$ cat config.mk
export PLATFORM = sky130hd
export DESIGN_NAME = counter_priority_task_scheduler_top
export DESIGN_NICKNAME = d
export VERILOG_FILES = /design/src/rtl/core/cpts_pkg.sv /design/src/rtl/core/cpts_table.sv /design/src/rtl/core/cpts_ctrl.sv /design/src/rtl/core/counter_priority_task_scheduler_top.sv
export SDC_FILE = /design/constraint.sdc
export NUM_CORES = 2
export LEC_CHECK = 0
export ABC_AREA = 0
export CELL_PAD_IN_SITES_DETAIL_PLACEMENT = 0
export CELL_PAD_IN_SITES_GLOBAL_PLACEMENT = 1
export CORE_ASPECT_RATIO = 1.5
export CORE_MARGIN = 10
export CORE_UTILIZATION = 54
export DETAILED_ROUTE_END_ITERATION = 8
export DONT_BUFFER_PORTS = 1
export GPL_ROUTABILITY_DRIVEN = 0
export PLACE_DENSITY = 0.9
export SYNTH_ARGS = -nofsm -noshare
export SYNTH_HDL_FRONTEND = slang
export SYNTH_SLANG_ARGS = --single-unit
$ cat constraint.sdc
create_clock -name clk -period 7.9 [get_ports clk]
set_clock_uncertainty 0.1 [all_clocks]
set_input_delay 1.58 -clock clk [delete_from_list [all_inputs] [get_ports clk]]
set_output_delay 1.58 -clock clk [all_outputs]
set_load 0.01 [all_outputs]
$ cat src/rtl/core/cpts_pkg.sv
// Shared types and constants of the counter-priority task scheduler.
package cpts_pkg;

    // Table geometry
    localparam int TASK_SLOTS = 64;
    localparam int IDX_W      = $clog2(TASK_SLOTS);
    localparam int WALK_W     = IDX_W + 1;

    // Fixed field widths
    localparam int FUNC_W  = 2;
    localparam int SLOT_W  = 6;
    localparam int COUNT_W = 9;
    localparam int PRIO_W  = 8;

    // Transaction kinds
    localparam logic [FUNC_W-1:0] FUNC_TICK  = 2'd0;
    localparam logic [FUNC_W-1:0] FUNC_SCHED = 2'd1;
    localparam logic [FUNC_W-1:0] FUNC_LOAD  = 2'd2;
    localparam logic [FUNC_W-1:0] FUNC_STATE = 2'd3;

    // Reset contents of slot 0
    localparam logic [COUNT_W-1:0] BOOT_COUNT = 9'd15;
    localparam logic [PRIO_W-1:0]  BOOT_PRIO  = 8'd15;

    typedef struct packed {
        logic               valid;
        logic               runnable;
        logic [COUNT_W-1:0] counter;
        logic [PRIO_W-1:0]  prio;
    } entry_t;

    typedef struct packed {
        logic             en;
        logic [IDX_W-1:0] addr;
        entry_t           data;
    } tbl_wr_t;

    typedef struct packed {
        logic               done;
        logic [SLOT_W-1:0]  current_slot;
        logic               switched;
        logic               refilled;
        logic               idle_fallback;
        logic [COUNT_W-1:0] current_count;
    } result_t;

endpackage

$ cat src/rtl/core/cpts_table.sv
// Task table: one write port, one registered read port, per-slot written bits.
module cpts_table (
    input  logic                        clk,
    input  logic                        rst_n,
    input  logic [cpts_pkg::IDX_W-1:0]  rd_addr,
    output cpts_pkg::entry_t            rd_data,
    input  cpts_pkg::tbl_wr_t           wr
);
    import cpts_pkg::*;

    entry_t                 mem_reg [TASK_SLOTS];
    entry_t                 mem_q_reg;
    logic [TASK_SLOTS-1:0]  written_reg;
    logic                   written_q_reg;
    logic                   zero_q_reg;
    entry_t                 boot_entry;

    // Write one entry, read one entry
    always_ff @(posedge clk)
    begin
        if (wr.en)
        begin
            mem_reg[wr.addr] <= wr.data;
        end
        mem_q_reg <= mem_reg[rd_addr];
    end

    // Track which entries hold written data
    always_ff @(posedge clk or negedge rst_n)
    begin
        if (!rst_n)
        begin
            written_reg   <= '0;
            written_q_reg <= 1'b0;
            zero_q_reg    <= 1'b0;
        end
        else
        begin
            if (wr.en)
            begin
                written_reg[wr.addr] <= 1'b1;
            end
            written_q_reg <= written_reg[rd_addr];
            zero_q_reg    <= (rd_addr == '0);
        end
    end

    // Substitute reset contents for entries never written
    always_comb
    begin
        boot_entry.valid    = 1'b1;
        boot_entry.runnable = 1'b1;
        boot_entry.counter  = BOOT_COUNT;
        boot_entry.prio     = BOOT_PRIO;
        if (written_q_reg)
        begin
            rd_data = mem_q_reg;
        end
        else if (zero_q_reg)
        begin
            rd_data = boot_entry;
        end
        else
        begin
            rd_data = '0;
        end
    end

endmodule

$ cat src/rtl/core/cpts_ctrl.sv
// Sequencer: walks the task table one slot a cycle through one compare/add unit.
module cpts_ctrl (
    input  logic                          clk,
    input  logic                          rst_n,
    input  logic                          start,
    output logic                          busy,
    input  logic [cpts_pkg::FUNC_W-1:0]   func,
    input  logic                          user_mode,
    input  logic [cpts_pkg::SLOT_W-1:0]   slot,
    input  logic                          slot_valid,
    input  logic                          runnable,
    input  logic [cpts_pkg::PRIO_W-1:0]   task_priority,
    input  logic [cpts_pkg::COUNT_W-1:0]  slice_count,
    output logic [cpts_pkg::IDX_W-1:0]    rd_addr,
    input  cpts_pkg::entry_t              rd_data,
    output cpts_pkg::tbl_wr_t             wr,
    output cpts_pkg::result_t             res
);
    import cpts_pkg::*;

    localparam logic [3:0] ST_IDLE     = 4'd0;
    localparam logic [3:0] ST_TICK_RD  = 4'd1;
    localparam logic [3:0] ST_TICK_UPD = 4'd2;
    localparam logic [3:0] ST_LOAD_WR  = 4'd3;
    localparam logic [3:0] ST_SET_RD   = 4'd4;
    localparam logic [3:0] ST_SET_WR   = 4'd5;
    localparam logic [3:0] ST_SCAN     = 4'd6;
    localparam logic [3:0] ST_SCAN_END = 4'd7;
    localparam logic [3:0] ST_REFILL   = 4'd8;
    localparam logic [3:0] ST_REP_RD   = 4'd9;
    localparam logic [3:0] ST_REPORT   = 4'd10;

    localparam logic [WALK_W-1:0] WALK_LAST = WALK_W'(TASK_SLOTS);

    logic [3:0]          state_reg, state_next;
    logic [IDX_W-1:0]    run_reg, run_next;
    logic [WALK_W-1:0]   idx_reg, idx_next;
    logic                found_reg, found_next;
    logic [IDX_W-1:0]    best_reg, best_next;
    logic [COUNT_W-1:0]  best_cnt_reg, best_cnt_next;
    logic                switched_reg, switched_next;
    logic                refilled_reg, refilled_next;
    logic                fallback_reg, fallback_next;

    // Captured transaction fields
    logic                user_reg;
    logic [SLOT_W-1:0]   slot_reg;
    logic                valid_in_reg;
    logic                run_in_reg;
    logic [PRIO_W-1:0]   prio_reg;
    logic [COUNT_W-1:0]  count_reg;

    logic [IDX_W-1:0]    prev_idx;
    logic [IDX_W-1:0]    slot_idx;
    logic                slot_in_range;
    logic                take;
    logic [COUNT_W-1:0]  dec_count;
    logic [COUNT_W-1:0]  refill_count;

    assign busy          = (state_reg != ST_IDLE);
    assign prev_idx      = IDX_W'(idx_reg - 1'b1);
    assign slot_idx      = IDX_W'(slot_reg);
    assign slot_in_range = (int'(slot_reg) < TASK_SLOTS);

    // Shared compare and add unit
    assign take = rd_data.valid && rd_data.runnable &&
                  (!found_reg || (rd_data.counter >= best_cnt_reg));
    assign dec_count    = (rd_data.counter > COUNT_W'(1)) ?
                          COUNT_W'(rd_data.counter - 1'b1) : '0;
    assign refill_count = COUNT_W'(rd_data.counter >> 1) + COUNT_W'(rd_data.prio);

    // Capture the transaction fields
    always_ff @(posedge clk)
    begin
        if (start && !busy)
        begin
            user_reg     <= user_mode;
            slot_reg     <= slot;
            valid_in_reg <= slot_valid;
            run_in_reg   <= runnable;
            prio_reg     <= task_priority;
            count_reg    <= slice_count;
        end
    end

    // Advance the sequencer
    always_ff @(posedge clk or negedge rst_n)
    begin
        if (!rst_n)
        begin
            state_reg    <= ST_IDLE;
            run_reg      <= '0;
            idx_reg      <= '0;
            found_reg    <= 1'b0;
            best_reg     <= '0;
            best_cnt_reg <= '0;
            switched_reg <= 1'b0;
            refilled_reg <= 1'b0;
            fallback_reg <= 1'b0;
        end
        else
        begin
            state_reg    <= state_next;
            run_reg      <= run_next;
            idx_reg      <= idx_next;
            found_reg    <= found_next;
            best_reg     <= best_next;
            best_cnt_reg <= best_cnt_next;
            switched_reg <= switched_next;
            refilled_reg <= refilled_next;
            fallback_reg <= fallback_next;
        end
    end

    always_comb
    begin
        state_next    = state_reg;
        run_next      = run_reg;
        idx_next      = idx_reg;
        found_next    = found_reg;
        best_next     = best_reg;
        best_cnt_next = best_cnt_reg;
        switched_next = switched_reg;
        refilled_next = refilled_reg;
        fallback_next = fallback_reg;
        rd_addr       = run_reg;
        wr.en         = 1'b0;
        wr.addr       = run_reg;
        wr.data       = rd_data;
        res.done          = 1'b0;
        res.current_slot  = SLOT_W'(run_reg);
        res.switched      = switched_reg;
        res.refilled      = refilled_reg;
        res.idle_fallback = fallback_reg;
        res.current_count = rd_data.counter;

        case (state_reg)
            ST_IDLE:
            begin
                if (start)
                begin
                    switched_next = 1'b0;
                    refilled_next = 1'b0;
                    fallback_next = 1'b0;
                    idx_next      = '0;
                    found_next    = 1'b0;
                    case (func)
                        FUNC_TICK:  state_next = ST_TICK_RD;
                        FUNC_SCHED:
                        begin
                            switched_next = 1'b1;
                            state_next    = ST_SCAN;
                        end
                        FUNC_LOAD:  state_next = ST_LOAD_WR;
                        FUNC_STATE: state_next = ST_SET_RD;
                        default:    state_next = ST_IDLE;
                    endcase
                end
            end

            ST_TICK_RD:
            begin
                state_next = ST_TICK_UPD;
            end

            // Decrement the running slot, clamp at zero, preempt from user mode
            ST_TICK_UPD:
            begin
                wr.en           = 1'b1;
                wr.data.counter = dec_count;
                if ((rd_data.counter <= COUNT_W'(1)) && user_reg)
                begin
                    switched_next = 1'b1;
                    state_next    = ST_SCAN;
                end
                else
                begin
                    state_next = ST_REP_RD;
                end
            end

            ST_LOAD_WR:
            begin
                wr.en            = slot_in_range;
                wr.addr          = slot_idx;
                wr.data.valid    = valid_in_reg;
                wr.data.runnable = run_in_reg;
                wr.data.counter  = count_reg;
                wr.data.prio     = prio_reg;
                state_next       = ST_REP_RD;
            end

            ST_SET_RD:
            begin
                rd_addr    = slot_idx;
                state_next = ST_SET_WR;
            end

            ST_SET_WR:
            begin
                wr.en            = slot_in_range;
                wr.addr          = slot_idx;
                wr.data.runnable = run_in_reg;
                state_next       = ST_REP_RD;
            end

            // Issue slot idx, judge the slot read last cycle
            ST_SCAN:
            begin
                rd_addr = IDX_W'(idx_reg);
                if (idx_reg != '0)
                begin
                    if (take)
                    begin
                        found_next    = 1'b1;
                        best_next     = prev_idx;
                        best_cnt_next = rd_data.counter;
                    end
                end
                if (idx_reg == WALK_LAST)
                begin
                    state_next = ST_SCAN_END;
                end
                else
                begin
                    idx_next = WALK_W'(idx_reg + 1'b1);
                end
            end

            ST_SCAN_END:
            begin
                idx_next   = '0;
                found_next = 1'b0;
                if (!found_reg)
                begin
                    run_next      = '0;
                    fallback_next = 1'b1;
                    state_next    = ST_REP_RD;
                end
                else if ((best_cnt_reg == '0) && !refilled_reg)
                begin
                    refilled_next = 1'b1;
                    state_next    = ST_REFILL;
                end
                else
                begin
                    run_next   = best_reg;
                    state_next = ST_REP_RD;
                end
            end

            // Read slot idx, write back the slot read last cycle
            ST_REFILL:
            begin
                rd_addr         = IDX_W'(idx_reg);
                wr.addr         = prev_idx;
                wr.en           = (idx_reg != '0) && rd_data.valid;
                wr.data.counter = refill_count;
                if (idx_reg == WALK_LAST)
                begin
                    idx_next   = '0;
                    state_next = ST_SCAN;
                end
                else
                begin
                    idx_next = WALK_W'(idx_reg + 1'b1);
                end
            end

            ST_REP_RD:
            begin
                state_next = ST_REPORT;
            end

            ST_REPORT:
            begin
                res.done   = 1'b1;
                state_next = ST_IDLE;
            end

            default:
            begin
                state_next = ST_IDLE;
            end
        endcase
    end

endmodule

$ cat src/rtl/core/counter_priority_task_scheduler_top.sv
// Top level of the counter-priority task scheduler: table, sequencer, result register.
//
// A transaction is taken when start is high and busy is low; its one result appears
// on the result ports for exactly one cycle with done high, and the receiver cannot
// hold it off. The task table sits in a memory with a single read port, so every
// transaction is bound by reads through that port, one slot per cycle. A load writes
// the named slot and then reports. A set-state reads the named slot, a tick without
// preemption the running slot; each writes it back and then reports. A schedule
// request walks the table once and then reports; a tick that preempts reads and
// updates the running slot before that walk. When every runnable counter is used up,
// a refill walk and a second decision walk follow. The result is shown in the cycle
// in which busy falls, and the next transaction may be started in that same cycle.
module counter_priority_task_scheduler_top (
    input  logic                          clk,
    input  logic                          rst_n,
    input  logic                          start,
    output logic                          busy,
    input  logic [cpts_pkg::FUNC_W-1:0]   func,
    input  logic                          user_mode,
    input  logic [cpts_pkg::SLOT_W-1:0]   slot,
    input  logic                          slot_valid,
    input  logic                          runnable,
    input  logic [cpts_pkg::PRIO_W-1:0]   task_priority,
    input  logic [cpts_pkg::COUNT_W-1:0]  slice_count,
    output logic                          done,
    output logic [cpts_pkg::SLOT_W-1:0]   current_slot,
    output logic                          switched,
    output logic                          refilled,
    output logic                          idle_fallback,
    output logic [cpts_pkg::COUNT_W-1:0]  current_count
);
    import cpts_pkg::*;

    logic [IDX_W-1:0] rd_addr;
    entry_t           rd_data;
    tbl_wr_t          wr;
    result_t          res;

    logic               done_reg;
    logic [SLOT_W-1:0]  slot_out_reg;
    logic               switched_reg;
    logic               refilled_reg;
    logic               fallback_reg;
    logic [COUNT_W-1:0] count_out_reg;

    cpts_table u_table (
        .clk     (clk),
        .rst_n   (rst_n),
        .rd_addr (rd_addr),
        .rd_data (rd_data),
        .wr      (wr)
    );

    cpts_ctrl u_ctrl (
        .clk           (clk),
        .rst_n         (rst_n),
        .start         (start),
        .busy          (busy),
        .func          (func),
        .user_mode     (user_mode),
        .slot          (slot),
        .slot_valid    (slot_valid),
        .runnable      (runnable),
        .task_priority (task_priority),
        .slice_count   (slice_count),
        .rd_addr       (rd_addr),
        .rd_data       (rd_data),
        .wr            (wr),
        .res           (res)
    );

    // Hold the result strobe for one cycle
    always_ff @(posedge clk or negedge rst_n)
    begin
        if (!rst_n)
        begin
            done_reg <= 1'b0;
        end
        else
        begin
            done_reg <= res.done;
        end
    end

    // Hold the result payload
    always_ff @(posedge clk)
    begin
        if (res.done)
        begin
            slot_out_reg  <= res.current_slot;
            switched_reg  <= res.switched;
            refilled_reg  <= res.refilled;
            fallback_reg  <= res.idle_fallback;
            count_out_reg <= res.current_count;
        end
    end

    assign done          = done_reg;
    assign current_slot  = slot_out_reg;
    assign switched      = switched_reg;
    assign refilled      = refilled_reg;
    assign idle_fallback = fallback_reg;
    assign current_count = count_out_reg;

endmodule

* Word level (Yosys, flattened, before mapping)
Memories as Yosys holds them, arrays and structs flattened. A register that Yosys moved wholly into a read port is not among the register bits.
Cells that the tools add are included.
** Word-level totals
- Register bits :: 147
- Output and inout port bits :: 20
- Word-level logic and storage cells :: 137
- RAM bits :: 1216
- Memories kept :: 1
- Input bits :: 31
** Operators by class
- Add/subtract/negate cells :: 4
- Order comparisons :: 6
- Equal/unequal tests :: 25
- Multiplexer cells :: 44
- Bitwise gates (word level) :: 1
- Reductions and logical operators :: 32
** Memories
- u_table.mem_reg :: depth 64, width 19, rd ports 1, clocked after Yosys merged registers in 1, wr ports 1, line cpts_table.sv:11 : entry_t mem_reg [TASK_SLOTS];
** Operators with widths (count)
- $or A64 B64 Y64 :: 1
- $mux W19 :: 2
- $pmux W4 S9 :: 1
- $pmux W7 S4 :: 1
- $pmux W9 S3 :: 1
- $pmux W6 S2 :: 2
- $mux W7 :: 3
- $mux W4 :: 5
- $mux W1 :: 17
- $eq A4 B3 Y1 const B :: 4
- $pmux W4 S4 :: 1
- $reduce_and A3 Y1 :: 5
- $lt A6 B7 Y1 const B :: 2
- $ne A2 B1 Y1 const B :: 7
- $eq A4 B4 Y1 const B :: 3
- $mux W6 :: 2
- $add A8 B8 Y9 :: 1
- $ge A9 B9 Y1 :: 1
- $gt A9 B1 Y1 const B :: 1
- $le A9 B1 Y1 const B :: 1
- $logic_not A9 Y1 :: 1
- $mux W9 :: 1
- $sub A9 B1 Y9 const B :: 1
- $eq A4 B2 Y1 const B :: 2
- other kinds (27) :: 46

* Logic depth before layout (Yosys ltp)
- Word-level depth :: 8
- Gate-level depth with buffers :: 16
- Gate-level depth less buffers :: 14

* By module
Synthesis repeated with hierarchy kept, for this count alone.
** Second synthesis, totals
- Cell total of the unflattened synthesis :: 2913
- Area total of the unflattened synthesis :: 54984.0 sq um
** By module, submodules not included
- cpts_table :: instances 1, cells an instance 2473, area an instance 50193.1 sq um
- cpts_ctrl :: instances 1, cells an instance 421, area an instance 4225.3 sq um
- counter_priority_task_scheduler_top :: instances 1, cells an instance 19, area an instance 565.5 sq um

* Worst setup path before layout
No wires, ideal clock.
- Kind :: reg2reg
- From :: register u_table.written_q_reg
- To :: memory u_table.mem_reg[0][16] (netlist name), data pin
- Period minus slack after synthesis :: 5985 ps
- Cell stages (with the launch flop) :: 16
- Library setup time :: 702 ps
- Arrival time :: 5183 ps
- Path buffers :: 3
- Setup slack :: 1915 ps
- Path through :: dfrtp_1 clkbuf_1 clkbuf_1 clkbuf_1 a21o_1 ha_1 inv_1 fa_1 inv_1 a21oi_1 o21ai_0 a21oi_1 o21bai_1 a21o_1 a21oi_1 o21ai_0
** RTL lines
- start, declared :: line cpts_table.sv:14 : logic written_q_reg;
- start signal, assigned :: line cpts_table.sv:43 : written_q_reg <= written_reg[rd_addr];
- end, declared :: line cpts_table.sv:11

* Worst setup path after layout
- From :: register u_ctrl.state_reg[2]
- To :: register, netlist name u_table.mem_q_reg[14]
** Between the ends
- Word-level cells in the longest chain between the ends :: 3
- Elaborated cells between the ends (all ways) :: 5
- Those cells by class :: eq/ne: 3; mux: 1; reduce/logical: 1
** RTL lines
- start, declared :: line cpts_ctrl.sv:35 : logic [3:0] state_reg, state_next;
- start signal, assigned :: line cpts_ctrl.sv:103 : state_reg <= state_next;
- $eq A4 B3 Y1 or $eq A4 B4 Y1 (tied branches) :: line cpts_ctrl.sv:137 : case (state_reg)
- $reduce_or A2 Y1 (no source line)
- $pmux W6 S2 (*) :: line cpts_ctrl.sv:137
Mark *: on every way between the ends. The rest lies on a longest branch, timed or not.
A chain may end at the register's enable or synchronous reset.

==> flow_summary.ini <==
[drt]
routed_via_density = 6.440
post_drt_wl_per_cell_um = 27.75
route.detailed.drc = 0
drt_first_pass_iters = 6
dr_total_vias = 34424
wl_um = 148300
drt_iter0_drc = 4050
postRouteAntennaNets = 0

[global_route]
grt_busiest_layer = met2
grt_overflow_total = 0
grt_usage_pct = 25.40
grt_pass1_wl_um = 218600
globalRouteMet1Util_pct = 30.08
grt.met2_usage_pct = 42.35
grt_max_degree = 135
grt_pass1_vias = 33909
antenna_found_initial = 3
use_met3_pct = 4.718

[synthesis]
synthesis.nets = 3970
yosys_warnings = 0
synth_seq_cells = 1382
synth.avg_cell_area_um2 = 14.18
synth_top_family_by_area = simple AND/OR/NAND/NOR gates
ys.flop_type = edfxtp_1
synth_xor_area_share_pct = 0.2841
syn_area_um2 = 55490
async_flop_share_pct = 7.453
yosys.area_share.simple_pct = 11.77
synth_cell_types = 75
synth_compound_area_share_pct = 6.088
synthMuxAreaShare_pct = 5.450
synth_fa_ha_area_share_pct = 0.5953
synth-seq-area-share_pct = 73.52
postSynthCellCount = 3914
synth_edf_count = 1260

[clock_network]
cts_made_buffers = 116
cts_tree = built
clock_latency_ns = 0.73
cts_root_buf = clkbuf_16
htree_levels = 3
cts_buffer_depth = 3
post_cts_resized = 0
cts_num_sinks = 1382
post-cts-setup-buffers = 0
postCtsHoldBufs = 0
clk_pin_slew_ns = 0.07

[sta]
finalHoldViolations = 0
finalCritPeriodShare_pct = 73.58
setup_violations = 0
worstMarginPinSlew_ns = 1.493
tns_ns = 0
hold_ws_ns = 0.3610
min_period_ns = 5.813
grt_setup_unrepaired = no
timing.fmax_ghz = 0.1720
slew_headroom_pct = -0.1062
slew_violations = 1

[final_layout]
fin_util_pct = 59.96
nets = 3985
final_common_cell = edfxtp_1
final_cell_mix = edfxtp_1, nand2_1, nand3_1
area_growth_pct = 10.58
largest_register_ffs = 1216
drive_gt1_share_pct = 13.28
n_fill_cell = 7418

[power_and_ir_drop]
p_seq_share_pct = 57.7
p_int_mw = 11.03
p_leak_nw = 20.31
clockPowerShare_pct = 42.3
p_sw_mw = 2.594
power_density_nw_per_um2 = 222.1
p_comb_share_pct = 0
vdd_drop_max_v = 0.0001867
sw_frac_of_total_pct = 19.03

[worst_setup_path]
cp-start-kind = register
crit_fanout = 49
critPathLaunch = u_ctrl.state_reg[2]
end_kind = register
crit_required_ns = 8.46
crit_type = register to register
rr_startpoint = u_ctrl.state_reg[2]
cp.arrival_ns = 6.37

[floorplan]
io_pins = 51
fp.dieH_um = 412.6
row_count = 144
coreArea_um2 = 102300
dieArea_um2 = 116200
die_w_um = 281.7
start_util_pct = 54.22

[status]
violations = capacitance limit, slew limit
status = complete, but fails checks

[hold_path]
min_path_type = register to register
hold_start = u_ctrl.switched_reg

[placed_design]
portBuffers = 0
dpl.hpwl_um = 85900

[job]
cap_viol_max_count = 2
[stage by stage]
| stage | std cells | total power [mW] | instance area, µm² | setup WS, ns |
|---|---|---|---|---|
| floorplan | 3914 | 8.022 | 55490 | 1.915 |
| global placement | 5125 | 8.023 | 57520 | 2.222 |
| detailed placement | 5125 | 8.023 | 57530 | 2.210 |
| CTS | 5344 | 13.67 | 61360 | 2.191 |
| global route | 5344 | 13.95 | 61360 | 1.901 |
| finish | 5345 | 13.63 | 61360 | 2.087 |
[per-layer routing]
metal	routed length (µm)	vias up
li1	-	14776
met1	51090	17090
met2	73000	2081
met3	14240	477
met4	9964	0
met5	0	-
[synthesized netlist by cell type (36+ instances only)]
library cell / number / area (µm²)
dfrtp_1: 103 / 2577
nand2_1: 808 / 3033
nor3_1: 36 / 180.2
mux2i_1: 193 / 1932
nor4_1: 40 / 250.2
nand3_1: 289 / 1446
edfxtp_1: 1260 / 37840
o21ai_0: 40 / 200.2
or2_2: 66 / 412.9
nor2_1: 119 / 446.7
mux4_2: 38 / 855.8
a21oi_1: 151 / 755.7
clkbuf_1: 98 / 367.9
o22ai_1: 82 / 513.0
buf_2: 92 / 460.4
[cell type report]
cell class | count | area [µm²] | share of cell area (%)
timing repair buffer | 137 | 1104 | 1.798
inverter | 31 | 116.4 | 0.1896
clock inverter | 62 | 611.8 | 0.9971
clock buffer | 157 | 3222 | 5.250
antenna | 1 | 2.502 | 0.004078
multi-input combinational | 2261 | 13870 | 22.60
sequential | 1382 | 40790 | 66.48
tap | 1314 | 1644 | 2.679
[path summary, 6_finish.rpt]
| path | to | slack (ns) | cells past startpoint |
|---|---|---|---|
| max in group asynchronous | u_table.written_reg[62] | 6.97 | 0 |
| min reg2reg | switched | 0.36 | 0 |
| max reg2reg | u_table.mem_q_reg[14] | 2.09 | 10 |
| min | switched | 0.36 | 0 |
| max | u_table.mem_q_reg[14] | 2.09 | 10 |
| min in group asynchronous | u_ctrl.best_cnt_reg[7] | 0.44 | 0 |
[kinds of logic (layout without fill, tap and decap cells)]
family	after synthesis	count (layout)
adder cells (fa/ha/maj)	26	26
buffers and inverters	271	387
other	0	1
flip-flops	1382	1382
AND/OR/NAND/NOR	1469	1469
XOR/XNOR	18	18
AO/OA/AOI/OAI	504	504
multiplexers	244	244
[power groups by stage]
| stage | combinational [mW] | clock (mW) | sequential [mW] |
|---|---|---|---|
| detailed placement | 0.00329 | 0 | 8.02 |
| global placement | 0.00328 | 0 | 8.02 |
| CTS | 0.00336 | 5.81 | 7.86 |
| global route | 0.00383 | 6.09 | 7.86 |
| floorplan | 0.00269 | 0 | 8.02 |
| finish | 0.00328 | 5.76 | 7.86 |
[critical path: stages (launching register included)]
cell and delay [ns]:
dfrtp_1 0.94, nor2b_1 0.51, a221oi_1 0.23, o22ai_4 0.15, buf_4 0.61, nand3_4 0.84
buf_4 0.57, o22ai_1 0.23, nor4_1 0.10, a211oi_1 1.23, a31o_1 0.21
(Power assumes the default switching activity.)
